**config.mk**
```make
export PLATFORM = sky130hd
export DESIGN_NAME = mbw_ctrl
export DESIGN_NICKNAME = d
export VERILOG_FILES = /design/src/mbw_pkg.sv /design/src/mbw_ctrl.sv
export SDC_FILE = /design/constraint.sdc
export NUM_CORES = 1
export LEC_CHECK = 0
export BUFFER_PORTS_ARGS = -buffer_cell sky130_fd_sc_hd__buf_2
export CORE_AREA = 2 2 39 41
export DETAILED_ROUTE_END_ITERATION = 8
export DIE_AREA = 0 0 41 43
export PLACE_DENSITY = 0.53
export SETUP_SLACK_MARGIN = 0.15
export SLEW_MARGIN = 20
export SYNTH_ARGS = -nofsm -noshare
export SYNTH_HDL_FRONTEND = slang
export SYNTH_SLANG_ARGS = --single-unit
```
**constraint.sdc**
```tcl
create_clock -name clk_i -period 1.85 [get_ports clk_i]
set_input_delay 0.37 -clock clk_i [delete_from_list [all_inputs] [get_ports clk_i]]
set_output_delay 0.37 -clock clk_i [all_outputs]
set_load 0.01 [all_outputs]
```
**src/mbw_pkg.sv**
```systemverilog
// ----------------------------------------------------------------------------
// mbw_pkg
// Shared types and constants of the maze backtracker walk block.
// ----------------------------------------------------------------------------
package mbw_pkg;

  localparam int POS_W     = 6;
  localparam int CFG_W     = 7;
  localparam int CFG_IDX_W = 1;
  localparam int DIR_W     = 2;

  localparam logic [CFG_IDX_W-1:0] REG_GRID_ROWS = 1'd0;
  localparam logic [CFG_IDX_W-1:0] REG_GRID_COLS = 1'd1;

  localparam logic [CFG_W-1:0] GRID_RESET = 7'd16;

  localparam logic ACT_START = 1'b0;
  localparam logic ACT_DRAW  = 1'b1;

  localparam logic WALL_TOP  = 1'b0;
  localparam logic WALL_LEFT = 1'b1;

  localparam logic [3:0] TRIED_ALL = 4'hF;

  typedef enum logic [DIR_W-1:0] {
    DIR_UP    = 2'd0,
    DIR_DOWN  = 2'd1,
    DIR_LEFT  = 2'd2,
    DIR_RIGHT = 2'd3
  } dir_e;

  typedef struct packed {
    logic clr_we;
    logic load;
    logic commit;
    logic start;
  } mbw_cmd_t;

  typedef struct packed {
    logic clr_last;
  } mbw_status_t;

endpackage

```
**src/mbw_ctrl.sv**
```systemverilog
// ----------------------------------------------------------------------------
// mbw_ctrl
// Controller: sequences clear sweeps, memory reads and step commits.
// ----------------------------------------------------------------------------
module mbw_ctrl (
  input  logic                 clk_i,
  input  logic                 rst_ni,
  input  logic                 in_valid_i,
  input  logic                 in_action_i,
  output logic                 in_ready_o,
  input  logic                 out_ready_i,
  output logic                 out_valid_o,
  input  mbw_pkg::mbw_status_t status_i,
  output mbw_pkg::mbw_cmd_t    cmd_o
);
  import mbw_pkg::*;

  typedef enum logic [2:0] {
    ST_IDLE  = 3'b001,
    ST_CLEAR = 3'b010,
    ST_EVAL  = 3'b100
  } state_e;

  state_e state_q, state_d;
  logic   start_q, start_d;
  logic   out_valid_q, out_valid_d;

  always_comb begin
    state_d      = state_q;
    start_d      = start_q;
    out_valid_d  = out_valid_q && !out_ready_i;
    in_ready_o   = 1'b0;
    cmd_o        = '0;
    cmd_o.start  = start_q;
    unique case (state_q)
      ST_IDLE: begin
        in_ready_o = 1'b1;
        if (in_valid_i) begin
          if (in_action_i == ACT_START) begin
            start_d = 1'b1;
            state_d = ST_CLEAR;
          end else begin
            start_d     = 1'b0;
            cmd_o.load  = 1'b1;
            state_d     = ST_EVAL;
          end
        end
      end
      ST_CLEAR: begin
        cmd_o.clr_we = 1'b1;
        if (status_i.clr_last) begin
          state_d = start_q ? ST_EVAL : ST_IDLE;
        end
      end
      ST_EVAL: begin
        if (!out_valid_q || out_ready_i) begin
          cmd_o.commit = 1'b1;
          out_valid_d  = 1'b1;
          state_d      = ST_IDLE;
        end
      end
      default: state_d = ST_IDLE;
    endcase
  end

  always_ff @(posedge clk_i or negedge rst_ni) begin
    if (!rst_ni) begin
      state_q     <= ST_CLEAR;
      start_q     <= 1'b0;
      out_valid_q <= 1'b0;
    end else begin
      state_q     <= state_d;
      start_q     <= start_d;
      out_valid_q <= out_valid_d;
    end
  end

  assign out_valid_o = out_valid_q;

  ast_accept_blocks: assert property (@(posedge clk_i) disable iff (!rst_ni)
    (in_valid_i && in_ready_o) |=> !in_ready_o)
    else $error("input taken on the cycle after an accept");

  ast_commit_room: assert property (@(posedge clk_i) disable iff (!rst_ni)
    cmd_o.commit |-> (!out_valid_q || out_ready_i))
    else $error("result committed over an untaken word");

  ast_draw_eval: assert property (@(posedge clk_i) disable iff (!rst_ni)
    (in_valid_i && in_ready_o && in_action_i == ACT_DRAW) |=> (state_q == ST_EVAL))
    else $error("draw not followed by evaluation");

endmodule

```
Yosys cells after proc, flatten, opt, wreduce, memory -nomap -nowiden
Cells that the tools add are included.
{"block": "totals", "output_inout_bits": 6, "regBits": 5, "word_cells": 31, "in_bits": 6}
{"block": "classes", "eq_ne": 6, "n_mux": 16, "n_reduce_logical": 6}
{"operator": "3-bit two-way mux", "n": 5}
{"operator": "1-bit two-way mux", "n": 10}
{"operator": "3-bit one-hot mux with 3 select lines", "n": 1}
{"operator": "2-bit != test (second input constant)", "n": 3}
{"operator": "3-bit by 1-bit == test with 1-bit output (second input constant)", "n": 1}
{"operator": "3-bit by 2-bit == test with 1-bit output (second input constant)", "n": 1}
{"operator": "3-bit == test (second input constant)", "n": 1}
{"operator": "3-bit AND reduction", "n": 1}
{"operator": "1-bit logical NOT", "n": 2}
{"operator": "2-bit AND reduction", "n": 1}
{"operator": "1-bit logical AND", "n": 1}
{"operator": "1-bit logical OR", "n": 1}

Depth between registers and ports, before layout
Gate-level depths: netlist of the first run.
{"block": "logic_depth", "depth_word": 4, "depth_mapped": 4, "mapped_depth_nobuf": 3}

Worst setup path after synthesis of the first run
OpenSTA, ideal clock, no wires.
{"block": "synth_timing", "kind": "flip-flop to output port", "start": "reg state_q[2]", "end": "out cmd_o[2] (netlist name)", "path_buffers": 1, "t_arrival_ps": 970, "required_ps": 1480, "path_slack_ps": 510, "stages_incl_launch_ff": 4, "path_cell_list": "dfrtp_1 -> buf_6 -> nor3b_4 -> and3_4"}
{"element": "start: declaration", "line": "mbw_ctrl.sv:24", "source": "state_e state_q, state_d;"}
{"element": "start signal: assignment", "line": "mbw_ctrl.sv:72", "source": "state_q <= state_d;"}
{"element": "end: declaration", "line": "mbw_ctrl.sv:14", "source": "output mbw_pkg::mbw_cmd_t cmd_o"}

==> flow_metrics.env, run 1 <==
export IMPL_worst_endpoint_arrival_ns=1.25
export IMPL_setup_worst_path_class="reg2out"
export IMPL_grt_pass1_wl_um=862
export IMPL_cts_repair_timing_setup_buffer_count=0
export IMPL_path_clk_slew_ns=0.04
export IMPL_fin_crit_sh_pct=87.4
export IMPL_tightest_slew_ns=0.364
export IMPL_total_congestion_overflow_after_global_routing=0
export IMPL_via_count=260
export IMPL_first_global_vias=215
export IMPL_place_detailed_hpwl_um=465
export IMPL_total_leakage_power_nw=0.208
export IMPL_hold_path_class="in2reg"
export IMPL_clock_root_buffer="clkbuf_4"
export IMPL_dpl_instance_area_um2=363
export IMPL_syn_num_nets=36
export IMPL_grt_antenna_before_repair=0
export IMPL_fillerInstances=152
export IMPL_cts_tree="built"
export IMPL_layout_drive_gt1_share_pct=47.7
export IMPL_report_final_hold_viol_count=0
export IMPL_worst_r2r_setup_slack_ns=0.73
export IMPL_die_height_um=43
export IMPL_synth_seq_cells=5
export IMPL_setup_viol_count_final=0
export IMPL_postRouteWirelength_um=581
export IMPL_drt_iter0_drc=7
export IMPL_layout_area_overhead_vs_synth_pct=30.6
export IMPL_die_area_mm2=0.00176
export IMPL_n_antenna_cell=0
export IMPL_worstRegToRegCells=3
export IMPL_pwr_density_cell_mw_per_mm2=1500
export IMPL_path_max_fanout=8
export IMPL_most_common_layout_cells="11 x buf_2, 4 x nor2_1"
export IMPL_stdcell_count=60
export IMPL_vdd_ir_drop_worst_mv=0.294
export IMPL_detail_route_drc_violations=0
export IMPL_grt_start_max_net_pins=9
export IMPL_initial_utilization_pct=22.2
export IMPL_status="complete, no violations"
export IMPL_mostFrequentLayoutCell="buf_2"
export IMPL_fp_dieW_um=41
export IMPL_finalNetCount=51
export IMPL_avgRoutedWirePerCell_um=9.68
export IMPL_max_cap_violations=0
export IMPL_fp_row_count=14
export IMPL_grt_use_total_pct=7.27
export IMPL_source_to_sink_clock_delay_at_the_later_pin_of_the_worst_skew_pair_ns=0.24
export IMPL_design_portCount=12
export IMPL_critPathLaunchType="flop"
export IMPL_rsz0062_at_grt="false"
export IMPL_cts_path_max_buffers=2
export IMPL_max_slew_margin_pct=75.5
export IMPL_synth_area_per_cell_um2=10.2
export IMPL_tritoncts_num_buffers=3
export IMPL_routability_congestion=0.720
export IMPL_ctsHtreeMaxLevel=1
export IMPL_endpoint_kind="output port"
export IMPL_synthDistinctLibCells=19
export IMPL_yosys_warn_count=0
export IMPL_syn_instance_count=30
export IMPL_max_clock_freq_mhz=619
export IMPL_cp_data_required_time_ns=1.48
export IMPL_finClkSkew_ns=0.00980
export IMPL_design_core_area_mm2=0.00138
export IMPL_worst_hold_path_num_cells=3
export IMPL_finalMaxSlewViolations=0
export IMPL_cts_sinks=5
export IMPL_finish_instance_area_um2=400
export IMPL_setup_tns_final_ns=0
export IMPL_route_antenna_remaining_nets=0
export IMPL_dp_cells=55
export IMPL_numPortBuffers=11
export IMPL_fin_crit_ns=1.62
export IMPL_drt_pass1_iterations=3
export IMPL_synth_seq_area_share_pct=41.2
export IMPL_via_per_inst=4.33
export IMPL_mappedNetlistArea_um2=307
[synth_stat cells (all sizes together)]
| cell type | count | area (um^2) |
|---|---|---|
| dfrtp | 4 | 100 |
| nor2 | 4 | 15.0 |
| inv | 3 | 11.3 |
| nand2 | 3 | 11.3 |
| a21oi | 2 | 10.0 |
| and3 | 2 | 17.5 |
| buf | 2 | 18.8 |
| nand2b | 2 | 20.0 |
| o31ai | 2 | 20.0 |
| a21boi | 1 | 11.3 |
| a2bb2oi | 1 | 8.76 |
| a41oi | 1 | 8.76 |
| and3b | 1 | 8.76 |
| dfstp | 1 | 26.3 |
| nor3b | 1 | 18.8 |
[registers in the layout, summed over array words and instances, names as in the netlist]
register and cells:
out_valid_o 1, start_q 1, state_q 3
[path summary, 6_finish.rpt]
path,start,to
min,in_action_i,state_q[2]
min in group asynchronous,rst_ni,out_valid_o
max reg2reg,state_q[1],state_q[1]
max in group asynchronous,rst_ni,state_q[1]
max,state_q[2],cmd_o[2]
min reg2reg,state_q[2],state_q[1]
[power by group]
part	internal [mW]	total, mW	leakage [nW]	switching, mW
Sequential	0.162	0.235	0.0570	0.0725
Combinational	0.129	0.240	0.136	0.111
Clock	0.0814	0.124	0.0150	0.0431
[cell families (layout without fill, tap and decap cells)]
group / after synthesis / count (layout) / share of synthesized area, %
AO/OA/AOI/OAI: 7 / 7 / 19.2
buffers and inverters: 5 / 19 / 9.80
flip-flops: 5 / 5 / 41.2
AND/OR/NAND/NOR: 13 / 13 / 29.8
[stage by stage]
stage | worst slack, ns | utilization [%] | hold WS, ns | power, mW
2_1_floorplan | 0.510 | - | 0.0744 | 0.427
5_1_grt | 0.161 | 28.9 | 0.407 | 0.650
3_3_place_gp | 0.460 | 26.2 | 0.187 | 0.476
3_5_place_dp | 0.443 | 26.2 | 0.187 | 0.480
6_report | 0.234 | 28.9 | 0.407 | 0.599
4_1_cts | 0.193 | 28.8 | 0.406 | 0.609
[layout make-up]
class                           count  area, um^2  share of cell area, %
Timing Repair Buffer               12        65.1                   16.2
Multi-Input combinational cell     20         150                   37.5
Sequential cell                     5         128                   31.9
Clock buffer                        4        26.3                   6.56
Inverter                            3        11.3                   2.81
Tap cell                           16        20.0                   5.00
[critical path: stages (launching register included)]
cell and delay [ns]:
dfrtp_2 0.46, nor3b_4 0.23, and3_4 0.20, buf_2 0.12
[per-layer routing]
| layer | up-vias | track usage (%) | wire length (um) |
|---|---|---|---|
| met1 | 124 | 10.2 | 267 |
| met4 | 0 | 4.00 | 0 |
| met5 | - | 0 | 0 |
| met2 | 6 | 10.0 | 284 |
| li1 | 130 | - | - |
| met3 | 0 | 1.57 | 29 |
[timing repair]
action,4_1_cts,5_1_grt
setup endpoints to repair,0,1
hold endpoints to repair,4,0
resized for setup,0,1
hold buffers,1,0
(Power assumes the default switching activity.)
==> run 2: changes to the inputs <==
- BUFFER_PORTS_ARGS: -buffer_cell sky130_fd_sc_hd__buf_2 -> -buffer_cell sky130_fd_sc_hd__clkbuf_2
==> flow_metrics.env, run 2 (synthesis results as in run 1) <==
export IMPL_cts_tree="built"
export IMPL_worst_hold_startpoint="in_action_i"
export IMPL_crit_path_start="state_q[0]"
export IMPL_finalMaxSlewViolations=0
export IMPL_source_to_sink_clock_delay_at_the_later_pin_of_the_worst_skew_pair_ns=0.23
export IMPL_place_detailed_hpwl_um=460
export IMPL_pwr_density_cell_mw_per_mm2=1510
export IMPL_die_area_mm2=0.00176
export IMPL_design_portCount=12
export IMPL_numPortBuffers=11
export IMPL_finish_instance_area_um2=415
export IMPL_fin_crit_sh_pct=86.6
export IMPL_critPathLaunchType="flop"
export IMPL_regToRegStartpoint="state_q[1]"
export IMPL_internal_power_mw=0.394
export IMPL_layout_drive_gt1_share_pct=50.0
export IMPL_report_final_hold_viol_count=0
export IMPL_vdd_ir_drop_worst_mv=0.332
export IMPL_tightest_slew_ns=0.332
export IMPL_status="complete, no violations"
export IMPL_design_core_area_mm2=0.00138
export IMPL_via_per_inst=4.27
export IMPL_cp_data_required_time_ns=1.48
export IMPL_avgRoutedWirePerCell_um=9.45
export IMPL_total_leakage_power_nw=0.217
export IMPL_max_cap_violations=0
export IMPL_hold_path_class="in2reg"
export IMPL_largest_register="state_q"
export IMPL_endpoint_kind="output port"
export IMPL_fp_row_count=14
export IMPL_power_switching_mw=0.235
export IMPL_switching_share_pct=37.3
export IMPL_cts_sinks=5
export IMPL_setup_tns_final_ns=0
export IMPL_power_share_clock_pct=19.3
export IMPL_initial_utilization_pct=22.2
export IMPL_n_antenna_cell=0
export IMPL_fp_dieW_um=41
export IMPL_max_clock_freq_mhz=624
export IMPL_setup_worst_path_class="reg2out"
export IMPL_worst_hold_path_num_cells=3
export IMPL_grt_antenna_before_repair=0
export IMPL_rsz0062_at_grt="false"
export IMPL_finalNetCount=53
export IMPL_grt_use_total_pct=7.06
export IMPL_setup_viol_count_final=0
export IMPL_via_count=265
export IMPL_grt_start_max_net_pins=9
export IMPL_fin_crit_ns=1.60
export IMPL_hold_slack_ns=0.397
export IMPL_routability_congestion=0.719
export IMPL_max_slew_margin_pct=77.7
export IMPL_path_max_fanout=6
export IMPL_drt_pass1_iterations=4
export IMPL_grt_pass1_wl_um=814
export IMPL_hold_path_endpoint="state_q[2]"
export IMPL_die_height_um=43
export IMPL_fillerInstances=144
export IMPL_route_antenna_remaining_nets=0
export IMPL_post_route_worst_setup_slack_ns=0.248
export IMPL_most_common_layout_cells="11 x clkbuf_2, 4 x nor2_1"
export IMPL_cts_path_max_buffers=2
export IMPL_layout_area_overhead_vs_synth_pct=35.5
export IMPL_tritoncts_num_buffers=3
export IMPL_worstReg2RegEnd="state_q[1]"
export IMPL_worstRegToRegCells=3
export IMPL_detail_route_drc_violations=0
export IMPL_largest_register_ff_count=3
export IMPL_dpl_instance_area_um2=363
export IMPL_ctsHtreeMaxLevel=1
export IMPL_mostFrequentLayoutCell="clkbuf_2"
export IMPL_comb_power_share_pct=44.5
export IMPL_postRouteWirelength_um=586
export IMPL_finClkSkew_ns=0.00214
export IMPL_worst_r2r_setup_slack_ns=0.72
export IMPL_total_congestion_overflow_after_global_routing=0
export IMPL_path_clk_slew_ns=0.04
export IMPL_pre_cts_slack_ns=0.425
export IMPL_clock_root_buffer="clkbuf_4"
export IMPL_first_global_vias=228
export IMPL_seqPwrFrac_pct=36.2
export IMPL_worst_endpoint_arrival_ns=1.23
export IMPL_drt_iter0_drc=4
-- run 2: changes by cell type in the layout (fill, tap and decap cells not counted), sizes merged --
cell	change
buf	-9
clkbuf	+11
-- run 2: cell type report --
class	count	area (um^2)	area share, %
clock buffer	4	26.3	6.33
inverter	3	11.3	2.71
multi-input combinational	20	150	36.1
sequential	5	128	30.7
tap	16	20.0	4.82
timing repair buffer	14	80.1	19.3
-- run 2: metrics by stage --
| step | power (mW) | std cells | utilization, % |
|---|---|---|---|
| 5_1_grt | 0.681 | 62 | 30.0 |
| 6_report | 0.629 | 62 | 30.0 |
| 2_1_floorplan | 0.427 | 30 | - |
| 3_3_place_gp | 0.477 | 55 | 26.2 |
| 4_1_cts | 0.607 | 60 | 28.8 |
| 3_5_place_dp | 0.480 | 55 | 26.2 |
-- run 2: what timing repair did --
action,4_1_cts,5_1_grt
gates resized for setup,0,1
hold endpoints to repair,4,0
buffers inserted,0,2
hold buffers,1,0
setup endpoints to repair,0,1
-- run 2: metal layers --
metal / track usage, % / wire, um
met1: 8.47 / 284
met2: 10.0 / 283
met3: 1.57 / 18
met4: 6.00 / 0
met5: 0 / 0
-- run 2: how the worst max path moves through the flow --
stage / endpoint / cells past startpoint
after detailed placement: cmd_o[2] / 3
final: cmd_o[2] / 3
after floorplan: cmd_o[2] / 3
after global placement: cmd_o[2] / 3
after CTS: cmd_o[2] / 3
after global routing: cmd_o[2] / 3
-- run 2: power by group through the flow --
stage	Sequential (mW)	Clock, mW	Combinational [mW]
floorplan	0.208	0	0.220
global placement	0.237	0	0.240
detailed placement	0.238	0	0.242
CTS	0.236	0.125	0.246
global route	0.235	0.139	0.307
finish	0.227	0.122	0.280
-- run 2: worst max-delay path: stages, from the launching register on --
cell and delay [ns]:
dfrtp_1 0.43, nor3b_4 0.25, and3_4 0.21, clkbuf_2 0.12
==> run 3: changes to the inputs <==
- clock period: 1.85 -> 1.98 ns (I/O delays scaled with it)
==> flow_metrics.env, run 3 (synthesis results as in run 1) <==
export IMPL_cts_path_max_buffers=2
export IMPL_setup_viol_count_final=0
export IMPL_routability_congestion=0.720
export IMPL_finalNetCount=51
export IMPL_mostFrequentLayoutCell="clkbuf_2"
export IMPL_switching_share_pct=38.6
export IMPL_largest_register_ff_count=3
export IMPL_finClkSkew_ns=0.00158
export IMPL_numPortBuffers=11
export IMPL_globalRouteMet1Util_pct=9.12
export IMPL_rsz0062_at_grt="false"
export IMPL_pre_cts_slack_ns=0.532
export IMPL_vdd_ir_drop_worst_mv=0.308
export IMPL_cp_data_required_time_ns=1.58
export IMPL_hold_path_class="in2reg"
export IMPL_critPathLaunchType="flop"
export IMPL_total_congestion_overflow_after_global_routing=0
export IMPL_tightest_slew_ns=0.390
export IMPL_largest_register="state_q"
export IMPL_fin_crit_sh_pct=85.6
export IMPL_design_core_area_mm2=0.00138
export IMPL_clock_root_buffer="clkbuf_4"
export IMPL_fillerInstances=147
export IMPL_fp_row_count=14
export IMPL_report_final_hold_viol_count=0
export IMPL_max_slew_margin_pct=73.8
export IMPL_worst_hold_path_num_cells=3
export IMPL_max_clock_freq_mhz=590
export IMPL_via_count=271
export IMPL_grt_busiest_layer="met1"
export IMPL_total_leakage_power_nw=0.208
export IMPL_grt_pass1_wl_um=786
export IMPL_drt_pass1_iterations=4
export IMPL_initial_utilization_pct=22.2
export IMPL_seqPwrFrac_pct=39.3
export IMPL_grt_antenna_before_repair=0
export IMPL_design_portCount=12
export IMPL_most_common_layout_cells="11 x clkbuf_2, 4 x nor2_1, 4 x dfrtp_1"
export IMPL_die_area_mm2=0.00176
export IMPL_setup_worst_path_class="reg2out"
export IMPL_worst_endpoint_arrival_ns=1.30
export IMPL_grt_start_max_net_pins=9
export IMPL_cts_hold_fix_buffers=1
export IMPL_finish_instance_area_um2=399
export IMPL_groute_layer_met3_usage_pct=1.57
export IMPL_path_max_fanout=8
export IMPL_path_clk_slew_ns=0.04
export IMPL_fp_dieW_um=41
export IMPL_cts_tree="built"
export IMPL_finalMaxSlewViolations=0
export IMPL_final_util_pct=28.8
export IMPL_place_detailed_hpwl_um=466
export IMPL_fin_crit_ns=1.70
export IMPL_source_to_sink_clock_delay_at_the_later_pin_of_the_worst_skew_pair_ns=0.23
export IMPL_grt_use_total_pct=6.96
export IMPL_cts_repair_timing_setup_buffer_count=0
export IMPL_via_per_inst=4.52
export IMPL_route_antenna_remaining_nets=0
export IMPL_die_height_um=43
export IMPL_comb_power_share_pct=40.4
export IMPL_first_global_vias=203
export IMPL_tritoncts_num_buffers=3
export IMPL_dp_cells=55
export IMPL_dpl_instance_area_um2=363
export IMPL_internal_power_mw=0.346
export IMPL_ctsResizeCount=0
export IMPL_power_switching_mw=0.217
export IMPL_use_met2_pct=9.06
export IMPL_endpoint_kind="output port"
export IMPL_layout_area_overhead_vs_synth_pct=30.2
export IMPL_ctsHtreeMaxLevel=1
export IMPL_detail_route_drc_violations=0
export IMPL_worstRegToRegCells=3
export IMPL_cts_sinks=5
export IMPL_pwr_density_cell_mw_per_mm2=1410
export IMPL_max_cap_violations=0
export IMPL_drt_iter0_drc=3
export IMPL_post_route_worst_setup_slack_ns=0.285
export IMPL_postRouteWirelength_um=589
export IMPL_power_share_clock_pct=20.3
export IMPL_layout_drive_gt1_share_pct=45.5
export IMPL_stdcell_count=60
export IMPL_status="complete, no violations"
export IMPL_setup_tns_final_ns=0
export IMPL_avgRoutedWirePerCell_um=9.82
export IMPL_n_antenna_cell=0
[run 3: changes by cell type in the layout (fill, tap and decap cells not counted), sizes merged]
cell	delta
buf	-2
[run 3: critical path, stage by stage, from the launching register on]
cell	delay [ns]
dfrtp_1	0.48
nor3b_4	0.26
and3_4	0.21
clkbuf_2	0.12
[run 3: layout make-up]
class | instances | area [um^2] | area share [%]
Multi-Input combinational cell | 20 | 150 | 37.6
Timing Repair Buffer | 12 | 65.1 | 16.3
Tap cell | 16 | 20.0 | 5.02
Clock buffer | 4 | 26.3 | 6.58
Inverter | 3 | 11.3 | 2.82
Sequential cell | 5 | 126 | 31.7
[run 3: final timing paths]
kind	slack, ns	end	startpoint
min reg2reg	0.53	out_valid_o	out_valid_o
min	0.43	state_q[2]	in_action_i
max in group asynchronous	1.26	state_q[1]	rst_ni
max	0.28	cmd_o[2]	state_q[2]
max reg2reg	0.85	state_q[1]	state_q[1]
min in group asynchronous	0.51	start_q	rst_ni
[run 3: per-stage QoR]
stage / hold WS [ns] / total power [mW]
after floorplan: 0.100 / 0.399
after global placement: 0.215 / 0.446
after detailed placement: 0.217 / 0.449
after CTS: 0.432 / 0.570
after global routing: 0.434 / 0.608
final: 0.428 / 0.563
[run 3: power by group through the flow]
stage / clock (mW) / sequential (mW) / combinational [mW]
2_1_floorplan: 0 / 0.194 / 0.205
3_3_place_gp: 0 / 0.221 / 0.224
3_5_place_dp: 0 / 0.222 / 0.227
4_1_cts: 0.117 / 0.222 / 0.231
5_1_grt: 0.130 / 0.229 / 0.249
6_report: 0.114 / 0.221 / 0.228
[run 3: per-layer routing]
metal,part of all wire (%),vias up
met4,0,0
met3,3.1,0
met1,47,131
met2,49,6
li1,-,134
met5,0,-
